### config.mk
export PLATFORM = sky130hd
export DESIGN_NAME = pwli_muldiv
export DESIGN_NICKNAME = d
export VERILOG_FILES = /design/src/rtl/assert_macros.svh /design/src/rtl/pwli_pkg.sv /design/src/rtl/pwli_muldiv.sv
export SDC_FILE = /design/constraint.sdc
export NUM_CORES = 1
export LEC_CHECK = 0
export BUFFER_PORTS_ARGS = -buffer_cell sky130_fd_sc_hd__buf_2
export CORE_UTILIZATION = 28
export DETAILED_ROUTE_END_ITERATION = 12
export GPL_TIMING_DRIVEN = 0
export PLACE_DENSITY = 0.48
export SYNTH_ARGS = -nofsm -noshare
export SYNTH_HDL_FRONTEND = slang
export SYNTH_SLANG_ARGS = --single-unit
export TNS_END_PERCENT = 100
### constraint.sdc
create_clock -name clk_i -period 13.8 [get_ports clk_i]
set_input_delay 1.38 -clock clk_i [delete_from_list [all_inputs] [get_ports clk_i]]
set_output_delay 1.38 -clock clk_i [all_outputs]
set_load 0.02 [all_outputs]
### src/rtl/assert_macros.svh
// Assertion macros shared by the interpolator RTL.
// Simulation gets concurrent assertions; synthesis sees empty bodies.
`ifndef ASSERT_MACROS_SVH
`define ASSERT_MACROS_SVH

`ifndef SYNTHESIS

// Check an implication or property on every clock edge outside reset
`define PWLI_ASSERT(lbl, clk, rst_n, prop, msg) \
  lbl: assert property (@(posedge clk) disable iff (!rst_n) prop) else $error(msg);

// Check that a condition never holds outside reset
`define PWLI_ASSERT_NEVER(lbl, clk, rst_n, cond, msg) \
  lbl: assert property (@(posedge clk) disable iff (!rst_n) !(cond)) else $error(msg);

`else

`define PWLI_ASSERT(lbl, clk, rst_n, prop, msg)
`define PWLI_ASSERT_NEVER(lbl, clk, rst_n, cond, msg)

`endif

`endif

### src/rtl/pwli_pkg.sv
// Types and constants for the piecewise linear interpolator.
// No dependencies; used by pwli_muldiv and the core top level.
package pwli_pkg;

  localparam int unsigned MAX_POINTS = 64;
  localparam int unsigned IDX_W      = $clog2(MAX_POINTS);
  localparam int unsigned CNT_W      = 7;
  localparam int unsigned DATA_W     = 32;
  localparam int unsigned OP_W       = DATA_W + 1;
  localparam int unsigned HALF_W     = 17;
  localparam int unsigned PP_W       = 2 * HALF_W;
  localparam int unsigned PROD_W     = 2 * OP_W;
  localparam int unsigned STEP_W     = 6;
  localparam int unsigned MUL_LAST   = 3;
  localparam int unsigned DIV_LAST   = OP_W - 1;

  typedef enum logic {
    CMD_LOAD  = 1'b0,
    CMD_QUERY = 1'b1
  } cmd_e;

  typedef enum logic [2:0] {
    ST_IDLE,
    ST_SCAN,
    ST_CALC,
    ST_DONE
  } state_e;

  typedef enum logic [1:0] {
    MD_IDLE,
    MD_MUL,
    MD_DIV
  } md_state_e;

  typedef struct packed {
    cmd_e                     cmd;
    logic [IDX_W-1:0]         entry_index;
    logic signed [DATA_W-1:0] point_x;
    logic signed [DATA_W-1:0] point_y;
    logic signed [DATA_W-1:0] query_x;
  } in_item_t;

  typedef struct packed {
    logic signed [DATA_W-1:0] value;
    logic                     in_range;
  } out_item_t;

  // Operands of one scaled quotient floor(mag * off / span)
  typedef struct packed {
    logic [OP_W-1:0] mag;
    logic [OP_W-1:0] off;
    logic [OP_W-1:0] span;
  } md_req_t;

endpackage

### src/rtl/pwli_muldiv.sv
// Sequential multiply-divide unit: floor(mag * off / span) with off <= span.
// Four 17x17 partial products, then 33 restoring division steps. Uses pwli_pkg.
module pwli_muldiv (
  input  logic                       clk_i,
  input  logic                       rst_ni,
  input  logic                       start_i,
  input  pwli_pkg::md_req_t          req_i,
  output logic                       done_o,
  output logic [pwli_pkg::OP_W-1:0]  quot_o
);
  import pwli_pkg::*;

  md_state_e         state_q, state_d;
  logic [STEP_W-1:0] step_q;
  logic              done_q;
  logic [OP_W-1:0]   a_q, b_q, span_q;
  logic [PROD_W-1:0] prod_q;
  logic [OP_W-1:0]   rem_q, shr_q, quot_q;

  logic [HALF_W-1:0] a_part, b_part;
  logic [PP_W-1:0]   pp;
  logic [PROD_W-1:0] pp_sh, prod_sum;
  logic [OP_W+1:0]   trial;
  logic              take;

  // Select halves and form one partial product per cycle
  always_comb begin
    a_part = step_q[0] ? {1'b0, a_q[OP_W-1:HALF_W]} : a_q[HALF_W-1:0];
    b_part = step_q[1] ? {1'b0, b_q[OP_W-1:HALF_W]} : b_q[HALF_W-1:0];
    pp     = a_part * b_part;
    unique case (step_q[1:0])
      2'd0:    pp_sh = PROD_W'(pp);
      2'd1,
      2'd2:    pp_sh = PROD_W'(pp) << HALF_W;
      default: pp_sh = PROD_W'(pp) << (2 * HALF_W);
    endcase
    prod_sum = prod_q + pp_sh;
  end

  // Trial subtract for one quotient bit
  always_comb begin
    trial = {1'b0, rem_q, shr_q[OP_W-1]} - {2'b00, span_q};
    take  = ~trial[OP_W+1];
  end

  // Next state
  always_comb begin
    state_d = state_q;
    unique case (state_q)
      MD_IDLE: if (start_i) state_d = MD_MUL;
      MD_MUL:  if (step_q == STEP_W'(MUL_LAST)) state_d = MD_DIV;
      MD_DIV:  if (step_q == STEP_W'(DIV_LAST)) state_d = MD_IDLE;
      default: state_d = MD_IDLE;
    endcase
  end

  // Control registers
  always_ff @(posedge clk_i or negedge rst_ni) begin
    if (!rst_ni) begin
      state_q <= MD_IDLE;
      step_q  <= '0;
      done_q  <= 1'b0;
    end else begin
      state_q <= state_d;
      done_q  <= (state_q == MD_DIV) && (step_q == STEP_W'(DIV_LAST));
      if (state_q != state_d) begin
        step_q <= '0;
      end else if (state_q != MD_IDLE) begin
        step_q <= step_q + STEP_W'(1);
      end
    end
  end

  // Datapath: load operands, accumulate product, shift out quotient bits
  always_ff @(posedge clk_i) begin
    unique case (state_q)
      MD_IDLE: begin
        if (start_i) begin
          a_q    <= req_i.mag;
          b_q    <= req_i.off;
          span_q <= req_i.span;
          prod_q <= '0;
        end
      end
      MD_MUL: begin
        prod_q <= prod_sum;
        // High half of the product is already below span
        rem_q  <= prod_sum[PROD_W-1:OP_W];
        shr_q  <= prod_sum[OP_W-1:0];
      end
      MD_DIV: begin
        rem_q  <= take ? trial[OP_W-1:0] : {rem_q[OP_W-2:0], shr_q[OP_W-1]};
        shr_q  <= {shr_q[OP_W-2:0], 1'b0};
        quot_q <= {quot_q[OP_W-2:0], take};
      end
      default: ;
    endcase
  end

  assign done_o = done_q;
  assign quot_o = quot_q;

endmodule

# --- Word level (Yosys, flattened, before mapping) ---
# Index checks and enable logic that the tools add are counted.
word_totals:
  ff_bits: 273
  latchBits: 0
  mem_bits_rw: 0
  mem_bits_ro: 0
  input_bits: 102
  output_inout_bits: 34
  word_cells: 47
  n_memories: 0
classes:
  addsub: 3
  mul: 1
  n_div: 0
  order_cmp: 0
  n_eq_ne: 8
  shift: 0
  n_mux: 14
  n_bitwise: 1
  reduce_logical: 10
ops:
  columns: ["op", "n"]
  rows:
  - ["66-bit case mux with 2 select lines", 2]
  - ["33-bit case mux with 2 select lines", 2]
  - ["66-bit adder", 1]
  - ["66-bit two-way mux", 1]
  - ["34-bit by 33-bit subtractor with 35-bit output", 1]
  - ["17-bit by 17-bit multiplier with 34-bit output", 1]
  - ["17-bit two-way mux", 2]
  - ["33-bit two-way mux", 1]
  - ["6-bit two-way mux", 2]
  - ["2-bit nonzero test", 4]
  - ["6-bit by 1-bit adder with 6-bit output (second input constant)", 1]
  - ["6-bit by 2-bit == test with 1-bit output (second input constant)", 1]
  - ["6-bit == test (second input constant)", 1]
  - ["2-bit two-way mux", 3]
  - ["2-bit case mux with 3 select lines", 1]
  - ["2-bit by 1-bit == test with 1-bit output (second input constant)", 2]
  - ["2-bit == test (second input constant)", 2]
  - ["2-bit zero test", 2]
  - ["2-bit AND reduction", 2]
  - ["2-bit inequality test", 1]
  - ["2-bit inequality test (second input constant)", 1]
  - ["2-bit OR reduction", 1]
  - ["1-bit logical AND", 1]
  - ["1-bit NOT", 1]

# --- Longest topological paths before layout ---
logic_depth:
  ltp_word: 5
  depth_mapped: 37
  mapped_depth_nobuf: 34

# --- Least setup slack after synthesis ---
# No wires, ideal clock.
synth_timing:
  path_type: "register to register"
  startpoint: "reg step_q[0]"
  endpoint: "reg rem_q[25] (data pin)"
  setup_ns: 0.167
  arrival_ns: 9.567
  t_required_ns: 13.633
  setup_slack_ns: 4.066
  path_stages_with_launch: 36
  n_path_buf: 3
  period_less_slack_ns: 9.734
  path_cell_list: "dfrtp_1 > clkbuf_1 > clkbuf_1 > clkbuf_1 > mux2i_1 > nor2_1 > fa_1 > inv_1 > fa_1 > fa_1 > inv_1 > fa_1 > fa_1 > inv_1 > fa_1 > inv_1 > ha_1 > a21o_1 > a221o_1 > a21o_2 > a31oi_1 > a21boi_0 > or2_2 > o311ai_1 > nand2_1 > o21ai_0 > ha_1 > nand2_1 > o21ai_1 > a221oi_1 > o21ai_1 > a41o_1 > a22o_1 > or3b_1 > and4_1 > a211oi_1"
synth_between:
  elab_chain_cells: 5
  elab_cells_between_ends: 9
  classes_between: "1 x add/sub; 1 x mul; 2 x eq/ne; 3 x mux; 2 x reduce/logical"
synth_lines:
  columns: ["item", "line_no", "rtl"]
  rows:
  - ["start, declared", "pwli_muldiv.sv:14", "logic [STEP_W-1:0] step_q;"]
  - ["start signal, assigned", "pwli_muldiv.sv:69", "step_q <= step_q + STEP_W'(1);"]
  - ["17-bit two-way mux, or another cell as far along", "pwli_muldiv.sv:28", "a_part = step_q[0] ? {1'b0, a_q[OP_W-1:HALF_W]} : a_q[HALF_W-1:0];"]
  - ["17-bit by 17-bit multiplier with 34-bit output or 2-bit OR reduction (tied branches)", "pwli_muldiv.sv:30, pwli_muldiv.sv:31", null]
  - ["66-bit case mux with 2 select lines *", "pwli_muldiv.sv:31", "unique case (step_q[1:0])"]
  - ["66-bit adder *", "pwli_muldiv.sv:37", "prod_sum = prod_q + pp_sh;"]
  - ["33-bit case mux with 2 select lines *", "pwli_muldiv.sv:76", "unique case (state_q)"]
  - ["end signal, assigned", "pwli_muldiv.sv:88", "rem_q <= prod_sum[PROD_W-1:OP_W];"]
  - ["end signal, assigned", "pwli_muldiv.sv:92", "rem_q <= take ? trial[OP_W-1:0] : {rem_q[OP_W-2:0], shr_q[OP_W-1]};"]
  - ["end, declared", "pwli_muldiv.sv:18", "logic [OP_W-1:0] rem_q, shr_q, quot_q;"]
# Every way passes the cells marked *; elsewhere a longest branch is shown, timed or not.
# A chain may end at the register's enable or synchronous reset.

# --- Worst setup path after layout ---
layout_timing:
  startpoint: "reg step_q[0]"
  endpoint: "reg rem_q[31] (data pin)"
# Same word-level chain as after synthesis.

==> flow_summary.json <==
{
  "cts_setup_buffers": 0,
  "drc_errors": 0,
  "synth_mux_area_frac": 0.0393,
  "die_h_um": 308,
  "wl_per_cell_um": 19.6,
  "yosysTopAreaCell": "edfxtp_1",
  "grtUsageTotal": 0.175,
  "cp_slowest_stage_delay_ps": 800,
  "cp_top_family": "adder cells",
  "end_kind": "register",
  "place.gp.congestion": 0.880,
  "synth.most_common_cell": "inv_1",
  "boundaryPins": 136,
  "hold_violations": 0,
  "drtAntennaViolNets": 0,
  "rows": 111,
  "via_count": 20209,
  "clkSlewWorstSetupHoldPaths_ps": 70,
  "hold_class": "register to register",
  "status": "complete, no violations",
  "tightest_slew_ps": 1250,
  "crit_required_ps": 14200,
  "syn2layout_area_growth_pct": 13.6,
  "syn_avg_cell_area_um2": 9.64,
  "ys_ff_latch": 273,
  "first_iter_violations": 1536,
  "min_period_over_period": 0.947,
  "start_kind": "register",
  "dieArea_mm2": 0.0946,
  "cts_max_path_buffers": 3,
  "fmax_mhz": 76.5,
  "cts_tree": "yes",
  "nNetsFinal": 3431,
  "hold_depth": 0,
  "clkLatencyLatePin_ps": 600,
  "multiInputGateArea_mm2": 0.0163,
  "synth_nets": 3251,
  "reg2regPathDepth": 35,
  "grt_pass1_vias": 20449,
  "synthAdderAreaFrac": 0.275,
  "critPathSlowestCell": "clkbuf_1",
  "crit_top_cell": "fa_1",
  "cts_sinks": 273,
  "setup_slack_ps": 726,
  "synth_top_family_by_area": "adder cells",
  "synth-edff-count": 264,
  "synthFlopType": "edfxtp_1",
  "grt_max_degree": 64,
  "synth_common_cells": "inv_1, nand2_1, edfxtp_1",
  "ys_seq_area_frac": 0.312,
  "syn_inst": 2711,
  "dp.final_hpwl_um": 65600,
  "synth_warnings": 0,
  "port_buffers": 135,
  "cp.buffers_inverters": 7,
  "dpl_worst_slack_ps": 316,
  "mappedNetlistArea_mm2": 0.0261,
  "synth_xor_xnor_area_share": 0.0359,
  "synth_top_area_share": 0.303,
  "relSlewSlack": 0.141,
  "cts_resized": 0,
  "cap_violations": 0,
  "wl_um": 81600,
  "via_per_inst": 4.86,
  "min_period_ps": 13070,
  "path_class": "register to register",
  "drive_gt1_frac": 0.0953,
  "ff_latch_area_mm2": 0.00815,
  "synthSimpleGateAreaFrac": 0.136,
  "cts_root_buf": "clkbuf_16",
  "tns_ps": 0,
  "slew_viol_final": 0,
  "numCtsBuffers": 38,
  "yosys-top-cells-area": "edfxtp_1, fa_1, ha_1",
  "ys_async_sr_fraction": 0.0330,
  "die_x_um": 308,
  "final_util": 0.322,
  "antenna_found_initial": 2,
  "critical_path_arrival_ps": 13480,
  "n_fill_cell": 9608,
  "diodes": 0,
  "cp.depth": 35,
  "rsz0062_at_grt": "false",
  "initial_core_util": 0.284,
  "fin_skew_ps": 40.8,
  "first_pass_iters": 5,
  "postCtsHoldBufs": 0,
  "grt_pass1_wl_um": 125000,
  "synthDistinctLibCells": 86,
  "finalSetupViolations": 0,
  "cts_htree_levels": 2,
  "core_area_mm2": 0.0921,
  "synth_compound_area_frac": 0.135,
  "cp_max_fo": 10,
  "grt_overflow": 0
}
cells in the final DEF, fill, tap and decap left out, drive strengths merged, types with 13 or more instances in the layout:
cell type and instances:
nand4 29, ha 212, fa 226, clkinv 22, and3 25, clkbuf 119
nor2b 17, nor3 37, a21o 59, nand2 307, xnor2 65, a31oi 18
a22o 20, nor2 257, a21oi 150, xor2 42, a21boi 13, edfxtp 264
buf 147, o21bai 23, mux2 36, inv 373, mux2i 62, nand3 36
o21a 24, and2 38, o21ai 117, nand2b 13, a211oi 26
cell type report:
cell class,count,share of cell area
plain buffers,83,0.0116
well taps,1243,0.0524
clock buffers,43,0.0334
clock inverters,24,0.00628
inverters,374,0.0473
flip-flops and latches,273,0.275
repair buffers,140,0.0263
multi-input cells,1981,0.548
path summary, 6_finish.rpt:
check / startpoint / endpoint / slack, ps
min in group asynchronous: rst_ni / step_q[3] / 640
max in group asynchronous: rst_ni / step_q[2] / 12970
worst max-delay path: step_q[0] / rem_q[31] / 730
worst min register to register: quot_o[23] / quot_o[24] / 440
worst min-delay path: quot_o[23] / quot_o[24] / 440
worst max register to register: step_q[0] / rem_q[31] / 730
through the flow:
step / instances / hold WS (ps) / cell area (um^2)
2_1_floorplan: 2711 / 498 / 26100
3_3_place_gp: 4089 / 423 / 28400
3_5_place_dp: 4094 / 430 / 28500
4_1_cts: 4161 / 439 / 29700
5_1_grt: 4161 / 443 / 29700
6_report: 4161 / 436 / 29700
flip-flops by register name, indices dropped and copies added (netlist names):
name     count
a_q         33
b_q         33
done_o       1
prod_q      66
quot_o      33
rem_q       33
shr_q       33
span_q      33
state_q      2
step_q       6
layer usage:
| metal | vias up | wire length (um) | track usage |
|---|---|---|---|
| met5 | - | 0 | 0 |
| met4 | 0 | 2490 | 0.0557 |
| met3 | 120 | 4410 | 0.0235 |
| met2 | 517 | 36100 | 0.271 |
| met1 | 9922 | 38600 | 0.251 |
| li1 | 9650 | - | - |
cells by family (layout without fill, tap and decap cells):
family | count (synthesis) | in the layout
simple gates | 801 | 801
compound gates | 537 | 537
buf+inv | 457 | 664
fa+ha+maj | 438 | 438
flops | 273 | 273
xor+xnor | 107 | 107
mux | 98 | 98
worst reg2reg max path, delay by kind of cell, from the launching register on:
family / cells / cell delay (ps)
fa+ha+maj: 8 / 3860
xor+xnor: 1 / 550
buf+inv: 7 / 2150
compound gates: 13 / 3750
simple gates: 4 / 1020
mux: 2 / 1060
flops: 1 / 480
Power is left out: the tool's default activity adds up to more than one toggle a clock period on the data nets, which glitch-free logic cannot reach.
